### config.mk
export PLATFORM = sky130hd
export DESIGN_NAME = i2c_master_byte_engine_core
export DESIGN_NICKNAME = d
export VERILOG_FILES = /design/src/sv/i2cm_pkg.sv /design/src/sv/i2cm_step.sv /design/src/sv/i2cm_outq.sv /design/src/sv/i2c_master_byte_engine_core.sv
export SDC_FILE = /design/constraint.sdc
export NUM_CORES = 1
export LEC_CHECK = 0
export ABC_AREA = 1
export BUFFER_PORTS_ARGS = -buffer_cell sky130_fd_sc_hd__buf_2
export CAP_MARGIN = 20
export CELL_PAD_IN_SITES_DETAIL_PLACEMENT = 1
export CELL_PAD_IN_SITES_GLOBAL_PLACEMENT = 1
export CORE_MARGIN = 5
export CORE_UTILIZATION = 40
export CTS_BUF_LIST = sky130_fd_sc_hd__clkbuf_8 sky130_fd_sc_hd__clkbuf_16
export CTS_CLUSTER_SIZE = 40
export DETAILED_ROUTE_END_ITERATION = 8
export GPL_TIMING_DRIVEN = 0
export PLACE_DENSITY = 0.79
export SLEW_MARGIN = 30
export SYNTH_ARGS = -nofsm -noshare
export SYNTH_HDL_FRONTEND = slang
export SYNTH_SLANG_ARGS = --single-unit
### constraint.sdc
create_clock -name i_clk -period 4.1 [get_ports i_clk]
set_input_delay 0.82 -clock i_clk [delete_from_list [all_inputs] [get_ports i_clk]]
set_output_delay 0.82 -clock i_clk [all_outputs]
set_load 0.005 [all_outputs]
### src/sv/i2cm_pkg.sv
// Shared types and constants for the I2C master byte engine.
package i2cm_pkg;

    localparam int TICK_W = 16;
    localparam int BYTE_W = 8;
    localparam int BIT_W  = 4;
    localparam int PH_W   = 2;

    localparam logic [BIT_W-1:0]  BIT_ACK      = 4'd8;
    localparam logic [PH_W-1:0]   PH_SAMPLE    = 2'd1;
    localparam logic [PH_W-1:0]   PH_LAST_BYTE = 2'd2;
    localparam logic [PH_W-1:0]   PH_LAST_3    = 2'd2;
    localparam logic [PH_W-1:0]   PH_LAST_4    = 2'd3;
    localparam logic [TICK_W-1:0] PHASE_TICKS_RST = 16'd1;

    typedef enum logic [2:0] {
        OP_IDLE    = 3'd0,
        OP_START   = 3'd1,
        OP_RESTART = 3'd2,
        OP_STOP    = 3'd3,
        OP_WRITE   = 3'd4,
        OP_READ    = 3'd5
    } t_op;

    typedef struct packed {
        logic              scl_out;
        logic              sda_out;
        logic              busy_res;
        logic              done_res;
        logic [BYTE_W-1:0] rx_byte;
        logic              ack_ok;
    } t_result;

endpackage

### src/sv/i2cm_step.sv
// Bus sequencer state and the per-beat next-state and result logic.
module i2cm_step import i2cm_pkg::*; (
    input  logic              i_clk,
    input  logic              i_rst_n,
    input  logic              i_take,
    input  logic [2:0]        i_cmd,
    input  logic [BYTE_W-1:0] i_tx_byte,
    input  logic              i_last_read,
    input  logic              i_sda_in,
    input  logic [TICK_W-1:0] i_limit,
    output t_result           o_res
);

    t_op               r_op,    n_op;
    logic [PH_W-1:0]   r_phase, n_phase;
    logic [BIT_W-1:0]  r_bit,   n_bit;
    logic [TICK_W-1:0] r_tick,  n_tick;
    logic [BYTE_W-1:0] r_tx,    n_tx;
    logic [BYTE_W-1:0] r_rx,    n_rx;
    logic              r_nak,   n_nak;
    logic              r_scl,   n_scl;
    logic              r_sda,   n_sda;
    logic              r_ack,   n_ack;
    logic              done;
    logic              cmd_ok;
    logic              is_byte;
    logic              bit_v;
    logic [TICK_W-1:0] tick_inc;
    logic [PH_W-1:0]   ph_last;

    assign cmd_ok = (i_cmd == OP_START) || (i_cmd == OP_RESTART) || (i_cmd == OP_STOP) ||
                    (i_cmd == OP_WRITE) || (i_cmd == OP_READ);

    always_comb begin
        n_op    = r_op;
        n_phase = r_phase;
        n_bit   = r_bit;
        n_tick  = r_tick;
        n_tx    = r_tx;
        n_rx    = r_rx;
        n_nak   = r_nak;
        n_scl   = r_scl;
        n_sda   = r_sda;
        n_ack   = r_ack;
        done    = 1'b0;
        is_byte = 1'b0;
        bit_v   = 1'b1;
        tick_inc = '0;
        ph_last = PH_LAST_3;

        if (r_op == OP_IDLE && cmd_ok) begin
            n_op    = t_op'(i_cmd);
            n_phase = '0;
            n_bit   = '0;
            n_tick  = '0;
            if (i_cmd == OP_WRITE || i_cmd == OP_READ) begin
                n_tx  = i_tx_byte;
                n_nak = i_last_read;
                n_rx  = '0;
            end
        end

        if (n_op != OP_IDLE) begin
            is_byte = (n_op == OP_WRITE) || (n_op == OP_READ);
            if (n_bit < BIT_ACK) begin
                bit_v = (n_op == OP_WRITE) ? n_tx[BYTE_W-1] : 1'b1;
            end else begin
                bit_v = (n_op == OP_WRITE) ? 1'b1 : n_nak;
            end

            case (n_op)
                OP_START: begin
                    case (n_phase)
                        2'd0:    n_scl = 1'b1;
                        2'd1:    n_sda = 1'b0;
                        default: n_scl = 1'b0;
                    endcase
                end
                OP_RESTART: begin
                    case (n_phase)
                        2'd0:    n_sda = 1'b1;
                        2'd1:    n_scl = 1'b1;
                        2'd2:    n_sda = 1'b0;
                        default: n_scl = 1'b0;
                    endcase
                end
                OP_STOP: begin
                    case (n_phase)
                        2'd0:    n_sda = 1'b0;
                        2'd1:    n_scl = 1'b1;
                        default: n_sda = 1'b1;
                    endcase
                end
                default: begin
                    case (n_phase)
                        2'd0:    n_sda = bit_v;
                        2'd1:    n_scl = 1'b1;
                        default: n_scl = 1'b0;
                    endcase
                end
            endcase

            ph_last  = (n_op == OP_RESTART) ? PH_LAST_4 : PH_LAST_3;
            tick_inc = n_tick + 1'b1;
            if (tick_inc >= i_limit) begin
                n_tick = '0;
                if (is_byte) begin
                    if (n_phase == PH_SAMPLE) begin
                        if (n_bit < BIT_ACK) begin
                            n_rx = {n_rx[BYTE_W-2:0], i_sda_in};
                        end else begin
                            n_ack = (n_op == OP_WRITE) ? ~i_sda_in : 1'b0;
                        end
                    end
                    if (n_phase >= PH_LAST_BYTE) begin
                        n_phase = '0;
                        n_tx    = {n_tx[BYTE_W-2:0], 1'b0};
                        if (n_bit >= BIT_ACK) begin
                            n_bit = '0;
                            n_op  = OP_IDLE;
                            done  = 1'b1;
                        end else begin
                            n_bit = n_bit + 1'b1;
                        end
                    end else begin
                        n_phase = n_phase + 1'b1;
                    end
                end else begin
                    if (n_phase >= ph_last) begin
                        n_phase = '0;
                        n_op    = OP_IDLE;
                        done    = 1'b1;
                    end else begin
                        n_phase = n_phase + 1'b1;
                    end
                end
            end else begin
                n_tick = tick_inc;
            end
        end
    end

    always_comb begin
        o_res.scl_out  = n_scl;
        o_res.sda_out  = n_sda;
        o_res.busy_res = (n_op != OP_IDLE);
        o_res.done_res = done;
        o_res.rx_byte  = n_rx;
        o_res.ack_ok   = n_ack;
    end

    always_ff @(posedge i_clk) begin
        if (!i_rst_n) begin
            r_op    <= OP_IDLE;
            r_phase <= '0;
            r_bit   <= '0;
            r_tick  <= '0;
            r_tx    <= '0;
            r_rx    <= '0;
            r_nak   <= 1'b0;
            r_scl   <= 1'b1;
            r_sda   <= 1'b1;
            r_ack   <= 1'b0;
        end else if (i_take) begin
            r_op    <= n_op;
            r_phase <= n_phase;
            r_bit   <= n_bit;
            r_tick  <= n_tick;
            r_tx    <= n_tx;
            r_rx    <= n_rx;
            r_nak   <= n_nak;
            r_scl   <= n_scl;
            r_sda   <= n_sda;
            r_ack   <= n_ack;
        end
    end

`ifndef SYNTHESIS
    a_idle_clean: assert property (@(posedge i_clk) disable iff (!i_rst_n)
        r_op == OP_IDLE |-> (r_phase == '0 && r_bit == '0 && r_tick == '0))
        else $error("idle with sequencer counters not cleared");
    a_bit_range: assert property (@(posedge i_clk) disable iff (!i_rst_n)
        (r_bit <= BIT_ACK) && ((r_op == OP_START || r_op == OP_RESTART ||
        r_op == OP_STOP) ? (r_bit == '0) : 1'b1))
        else $error("bit counter out of range");
    a_done_idle: assert property (@(posedge i_clk) disable iff (!i_rst_n)
        i_take && o_res.done_res |=> r_op == OP_IDLE && !$past(o_res.busy_res))
        else $error("command finished but sequencer not idle");
`endif

endmodule

### src/sv/i2cm_outq.sv
// Two-entry result queue between the sequencer and the output channel.
module i2cm_outq import i2cm_pkg::*; (
    input  logic    i_clk,
    input  logic    i_rst_n,
    input  logic    i_push,
    input  t_result i_data,
    input  logic    i_pop,
    output logic    o_full,
    output logic    o_valid,
    output t_result o_data
);

    t_result    r_q [0:1];
    logic       r_wr, n_wr;
    logic       r_rd, n_rd;
    logic [1:0] r_cnt, n_cnt;

    assign o_full  = (r_cnt == 2'd2);
    assign o_valid = (r_cnt != 2'd0);
    assign o_data  = r_q[r_rd];

    always_comb begin
        n_wr  = i_push ? ~r_wr : r_wr;
        n_rd  = i_pop  ? ~r_rd : r_rd;
        n_cnt = r_cnt + {1'b0, i_push} - {1'b0, i_pop};
    end

    always_ff @(posedge i_clk) begin
        if (i_push) begin
            r_q[r_wr] <= i_data;
        end
    end

    always_ff @(posedge i_clk) begin
        if (!i_rst_n) begin
            r_wr  <= 1'b0;
            r_rd  <= 1'b0;
            r_cnt <= 2'd0;
        end else begin
            r_wr  <= n_wr;
            r_rd  <= n_rd;
            r_cnt <= n_cnt;
        end
    end

`ifndef SYNTHESIS
    a_no_overflow: assert property (@(posedge i_clk) disable iff (!i_rst_n)
        i_push |-> (r_cnt != 2'd2) && !(i_pop && r_cnt == 2'd0))
        else $error("result queue push when full or pop when empty");
`endif

endmodule

### src/sv/i2c_master_byte_engine_core.sv
// Top level of the I2C master byte engine: config register, sequencer, result queue.
// The result of a beat is computed combinationally and registered in the result queue, which presents it on the output.
// Throughput: one input beat per cycle; the two-entry result queue stalls input only when full.
// Reset (synchronous, active low): sequencer idle, SCL and SDA released, phase_ticks = 1,
// result queue empty.
module i2c_master_byte_engine_core import i2cm_pkg::*; (
    input  logic              i_clk,
    input  logic              i_rst_n,
    input  logic              i_cfg_wr_en,
    input  logic [TICK_W-1:0] i_cfg_wr_data,
    input  logic              i_in_valid,
    output logic              o_in_stall,
    input  logic [2:0]        i_cmd,
    input  logic [BYTE_W-1:0] i_tx_byte,
    input  logic              i_last_read,
    input  logic              i_sda_in,
    output logic              o_out_valid,
    input  logic              i_out_stall,
    output logic              o_scl_out,
    output logic              o_sda_out,
    output logic              o_busy_res,
    output logic              o_done_res,
    output logic [BYTE_W-1:0] o_rx_byte,
    output logic              o_ack_ok
);

    logic [TICK_W-1:0] r_phase_ticks;
    logic [TICK_W-1:0] limit;
    logic              take;
    logic              pop;
    logic              full;
    t_result           step_res;
    t_result           out_res;

    assign limit = (r_phase_ticks == '0) ? PHASE_TICKS_RST : r_phase_ticks;
    assign take  = i_in_valid && !full;
    assign pop   = o_out_valid && !i_out_stall;

    assign o_in_stall = full;

    always_ff @(posedge i_clk) begin
        if (!i_rst_n) begin
            r_phase_ticks <= PHASE_TICKS_RST;
        end else if (i_cfg_wr_en) begin
            r_phase_ticks <= i_cfg_wr_data;
        end
    end

    i2cm_step u_step (
        .i_clk       (i_clk),
        .i_rst_n     (i_rst_n),
        .i_take      (take),
        .i_cmd       (i_cmd),
        .i_tx_byte   (i_tx_byte),
        .i_last_read (i_last_read),
        .i_sda_in    (i_sda_in),
        .i_limit     (limit),
        .o_res       (step_res)
    );

    i2cm_outq u_outq (
        .i_clk   (i_clk),
        .i_rst_n (i_rst_n),
        .i_push  (take),
        .i_data  (step_res),
        .i_pop   (pop),
        .o_full  (full),
        .o_valid (o_out_valid),
        .o_data  (out_res)
    );

    assign o_scl_out  = out_res.scl_out;
    assign o_sda_out  = out_res.sda_out;
    assign o_busy_res = out_res.busy_res;
    assign o_done_res = out_res.done_res;
    assign o_rx_byte  = out_res.rx_byte;
    assign o_ack_ok   = out_res.ack_ok;

endmodule
Yosys cells after proc, flatten, opt, wreduce, memory -nomap -nowiden:

Memory sizes are Yosys's and may differ from the RTL's. A register that Yosys moved wholly into a read port is not among the register bits.
Cells that the tools add are included.

* memory bits (writable): 26
* logic and storage cells: 129
* memories kept: 1
* bits in registers: 65
* input port bits: 34
* output and inout port bits: 15

* add/subtract/negate cells: 5
* bitwise operators: 3
* $lt $le $gt $ge: 5
* eq/ne operators: 13
* reduce and logical (&&, ||, !) cells: 18
* multiplexer cells: 70

Memory list
* u_outq.r_q: words 2, bits a word 13, rd ports 1, clocked after memory_dff 1, wr ports 1, RTL line i2cm_outq.sv:13 `t_result r_q [0:1];`

Operators by type and width (count)
* $mux W8: 13
* $mux W16: 4
* $mux W1: 27
* $mux W4: 6
* $mux W3: 7
* $add A16 B1 Y16 const B: 1
* $ge A16 B16 Y1: 1
* $logic_not A16 Y1: 1
* $eq A3 B2 Y1 const B: 4
* $eq A3 B3 Y1 const B: 4
* $mux W2: 6
* $pmux W1 S2: 5
* $eq A3 B1 Y1 const B: 2
* $logic_or A1 B1 Y1: 6
* $pmux W1 S3: 2
* $reduce_bool A3 Y1: 2
* $add A4 B1 Y4 const B: 1
* $eq A2 B2 Y1 const B: 2
* $ge A4 B4 Y1 const B: 1
* $lt A4 B4 Y1 const B: 1
* $logic_and A1 B1 Y1: 3
* $logic_not A3 Y1: 1
* $not A1 Y1: 3
* $add A2 B1 Y2: 1
* 9 further kinds: 10

Longest topological paths before layout:

* depth after elaboration: 15
* depth in mapped cells: 26

Hierarchy:

A second synthesis with hierarchy kept.

* cells, all modules: 851
* area, all modules: 5974.5 um^2

Modules (own cells, without submodules)
* i2cm_step: area each 4091.4 um^2, times used 1, cells each 675, sequential area each 900.9 um^2
* i2cm_outq: area each 1201.2 um^2, times used 1, cells each 73, sequential area each 880.8 um^2
* i2c_master_byte_engine_core: area each 681.9 um^2, times used 1, cells each 103, sequential area each 320.3 um^2

Worst setup path before layout:

No wires, ideal clock.

* path type: in2reg
* from: input i_cmd[2]
* to: memory u_outq.r_q[0][10] (netlist name) (data pin)
* data arrival time: 3.984 ns
* required time: 3.842 ns
* path buffers: 3
* stages on the path: 23
* path slack: -0.142 ns
* cells stage by stage: inv_1 -> nor2_4 -> nand3_2 -> nand2_8 -> buf_6 -> nor2_1 -> ha_1 -> nand2_1 -> nor2_4 -> nand3_2 -> nor2_4 -> nand3_1 -> and2_1 -> ha_1 -> nand2_1 -> nor4_1 -> nand2_1 -> nand3_2 -> buf_2 -> buf_2 -> a31oi_1 -> nor2_1 -> nand2_1

RTL lines
* start, declared: RTL line i2c_master_byte_engine_core.sv:13 `input logic [2:0] i_cmd,`
* end, declared: RTL line i2cm_outq.sv:13

==> run_results.csv <==
group,metric,value,unit
timing,setup_viol,0,
floorplan,pin_count,49,
grt,top_usage_layer,"met2",
worst_setup_path,path_cells,"buf_2, nor2_4, nor2_2, nand2_4, nand2_8, buf_4, nor2_4, nand3_2, nor3_2, nand4_1, and2_1, ha_1, nand2_1, nor4_4, nand2_1, nand3_4, buf_8, buf_8, a31oi_2, nor2_1, nand2_1",
route,drt_first_pass_iters,4,
yosys,synthMuxAreaShare,2.53,%
floorplan,chipHeight,130,um
timing,min_period_over_period,96.7,%
grt,grt.overflow.total,0,
clocking,cts-buffers-inserted,9,
grt,grt_pass1_wl,27.4,mm
grt,grtUsageTotal,20.4,%
yosys,synth_simple_gate_area_share,29.9,%
yosys,yosys.area.top_type,"dfxtp_1",
hold_path,hp-class,"reg2reg",
placed_design,portBuffers,48,
timing,finalHoldViolCount,0,
clocking,clockBufferDepth,2,
worst_setup_path,critPathLaunchType,"primary input",
clocking,cts_htree_levels,3,
clocking,cts_sinks,92,
finish,post-route-util,47.5,%
worst_setup_path,worstPathArrival,4.06,ns
placed_design,place_area,6260,um2
yosys,yosysSeqAreaShare,36.4,%
clocking,clk_pin_slew,0.06,ns
grt,met2_usage,34.9,%
worst_setup_path,cp_max_fo,10,
worst_setup_path,slowest_stage,"nor4_4",
finish,n_antenna_cell,0,
grt,gr-usage-met1,26.3,%
clocking,cts_tree,"done",
yosys,synth_top_area_share,22.9,%
floorplan,die_area,16900,um2
route,via_per_inst,5.16,
status,outcome,"finished, final reports clean",
timing,clock.fmax,252,MHz
clocking,worstSkewPairLatency,0.36,ns
yosys,syn_nets,857,
worst_setup_path,critPathKind,"in2reg",
route,initialDrtViolationCount,274,
worst_setup_path,crit_buf_inv,4,
power_and_ir_drop,leakagePower,3.07,nW
floorplan,rows,44,
yosys,synth_top_family_by_area,"simple AND/OR/NAND/NOR gates",
grt,grt_max_degree,20,
grt,grt_pass1_vias,5505,
yosys,synth_compound_area_share,15.4,%
route,drc,0,
yosys,syn_avg_cell_area,7.22,um2
route,wirelength,17.2,mm
finish,layout_commonest_cell,"nand2_1",
timing,maxSlewHeadroom,50.9,%
route,postRouteAntennaNets,0,
floorplan,die_w,130,um
route,num_vias,5505,
floorplan,initial_core_util,40.2,%
yosys,synthAdderAreaFrac,4.98,%
timing,period_needed,3.97,ns
finish,nets,934,
timing,drv_slew,0,
timing,tightest_slew,0.736,ns
worst_setup_path,slowest_delay,0.34,ns
timing,hold_slack,0.466,ns
yosys,synth_seq_cells,92,
timing,rsz0062_at_grt,"yes",
worst_setup_path,required,4.19,ns
finish,final_cell_mix,"nand2_1 (203), inv_1 (97), a21oi_1 (88), dfxtp_1 (66), o21ai_0 (61)",
worst_setup_path,crit_family,"simple AND/OR/NAND/NOR gates",
worst_setup_path,cp_common_cell,"nand2_1",
power_and_ir_drop,ir_drop,0.198,mV
yosys,synth.top_cells.by_area,"dfxtp_1 (23%), edfxtp_1 (14%), nand2_1 (13%), a21oi_1 (7.7%), inv_1 (6.3%)",
grt,gr-usage-met3,3.44,%
yosys,netlist_area,5780,um2
job,drv_cap,0,
power_and_ir_drop,p_per_area,531,nW/um2
yosys,synth_xor_xnor_area_share,1.47,%
finish,drive_above_1_share,19.3,%
clocking,cts_hold_buf,0,
yosys,yosys.cell_types.count,46,
floorplan,core_area,14400,um2
power_and_ir_drop,power.total,0.00362,W
finish,final_area,6820,um2
placed_design,place_hpwl,12.7,mm
yosys,syn_inst,800,
worst_setup_path,end_kind,"register",
yosys,ys_warn_count,0,
route,wl_per_cell,16.1,um
clocking,cts_root_buf,"clkbuf_16",
timing,skew,0.00723,ns
finish,area_delta_synth_final,18.1,%
grt,antenna_found_initial,0,
placed_design,routabilityCongestion,0.843,
[flip-flops by register name, indices dropped and copies added, names as in the netlist, 2 cells and up, named ones only]
name            count
u_step.r_op         3
u_outq.r_cnt        2
u_step.r_phase      2
r_phase_ticks      16
u_outq.r_q         26
u_step.r_bit        4
u_step.r_rx         8
u_step.r_tick      16
u_step.r_tx         8
[final timing paths]
| path | slack [ns] | end | cells after the start | start |
|---|---|---|---|---|
| hold reg to reg | 0.47 | u_step.r_tx[2]$_SDFFE_PN0P_ | 2 | u_step.r_tx[2]$_SDFFE_PN0P_ |
| setup / recovery | 0.13 | u_outq.r_q[0][10]$_DFFE_PP_ | 21 | i_cmd[1] |
| setup reg to reg | 0.31 | u_outq.r_q[0][10]$_DFFE_PP_ | 21 | u_step.r_op[2]$_SDFFE_PN0P_ |
| hold / removal | 0.47 | u_step.r_tx[2]$_SDFFE_PN0P_ | 2 | u_step.r_tx[2]$_SDFFE_PN0P_ |
[worst min-delay path, cell delays in order (launching register included)]
cell,delay [ns]
dfxtp_1,0.31
nand2_1,0.06
a21oi_1,0.05
[area by class of cell]
class,count,area (um2)
timing repair buffer,67,395
sequential,92,2100
tap,184,230
fill,1833,7550
multi-input combinational,572,3250
clock inverter,6,46.3
buffer,29,146
clock buffer,10,239
inverter,106,407
[logic make-up after synthesis]
family | after synthesis
AOI/OAI and AO/OA | 169
xor gates and xnor gates | 8
adders and majority gates | 23
buffers and inverters | 136
DFF | 92
muxes | 13
and+or+nand+nor | 359
[Yosys cell counts, drive strengths merged]
cell,n
nand2,215
buf,13
a41o,1
and2,4
xor2,5
clkinv,2
nand3,52
xnor2,3
nor4,6
o21ai,66
clkbuf,17
dfxtp,66
inv,104
nand3b,2
nor3,5
o21bai,1
a31oi,4
o21a,1
mux2,13
a21oi,90
or2,1
nor2,63
edfxtp,26
o2111ai,1
ha,23
nand4,11
o211ai,5
[through the flow]
step / setup WS [ns] / std cells / setup TNS, ns
after global placement: -0.940 / 1032 / -38.07
after floorplan: 0.00466 / 800 / 0
final: 0.133 / 1066 / 0
after CTS: 0.0185 / 1050 / 0
after detailed placement: -1.03 / 1032 / -43.41
after global routing: -0.0477 / 1066 / -0.340
[per-layer routing]
| layer | vias to the layer above | share of wire (%) | wire length (um) |
|---|---|---|---|
| li1 | 2788 | - | - |
| met2 | 93 | 49 | 8450 |
| met3 | 20 | 3.9 | 675 |
| met1 | 2604 | 45 | 7740 |
| met5 | - | 0 | 0 |
| met4 | 0 | 1.7 | 291 |
[power breakdown]
part | switching, W | internal (W)
clock network | 0.000389 | 0.000432
logic | 0.00102 | 0.000573
registers | 0.0000954 | 0.00112
total | 0.00150 | 0.00212
[repair_timing]
action | 4_1_cts | 5_1_grt
endpoints found under the hold margin | 0 | 0
setup buffers | 3 | 16
resized for setup | 13 | 17
pin swaps | 8 | 13
setup endpoints to repair | 64 | 58
Note: power is estimated with default switching activity, not from simulation.
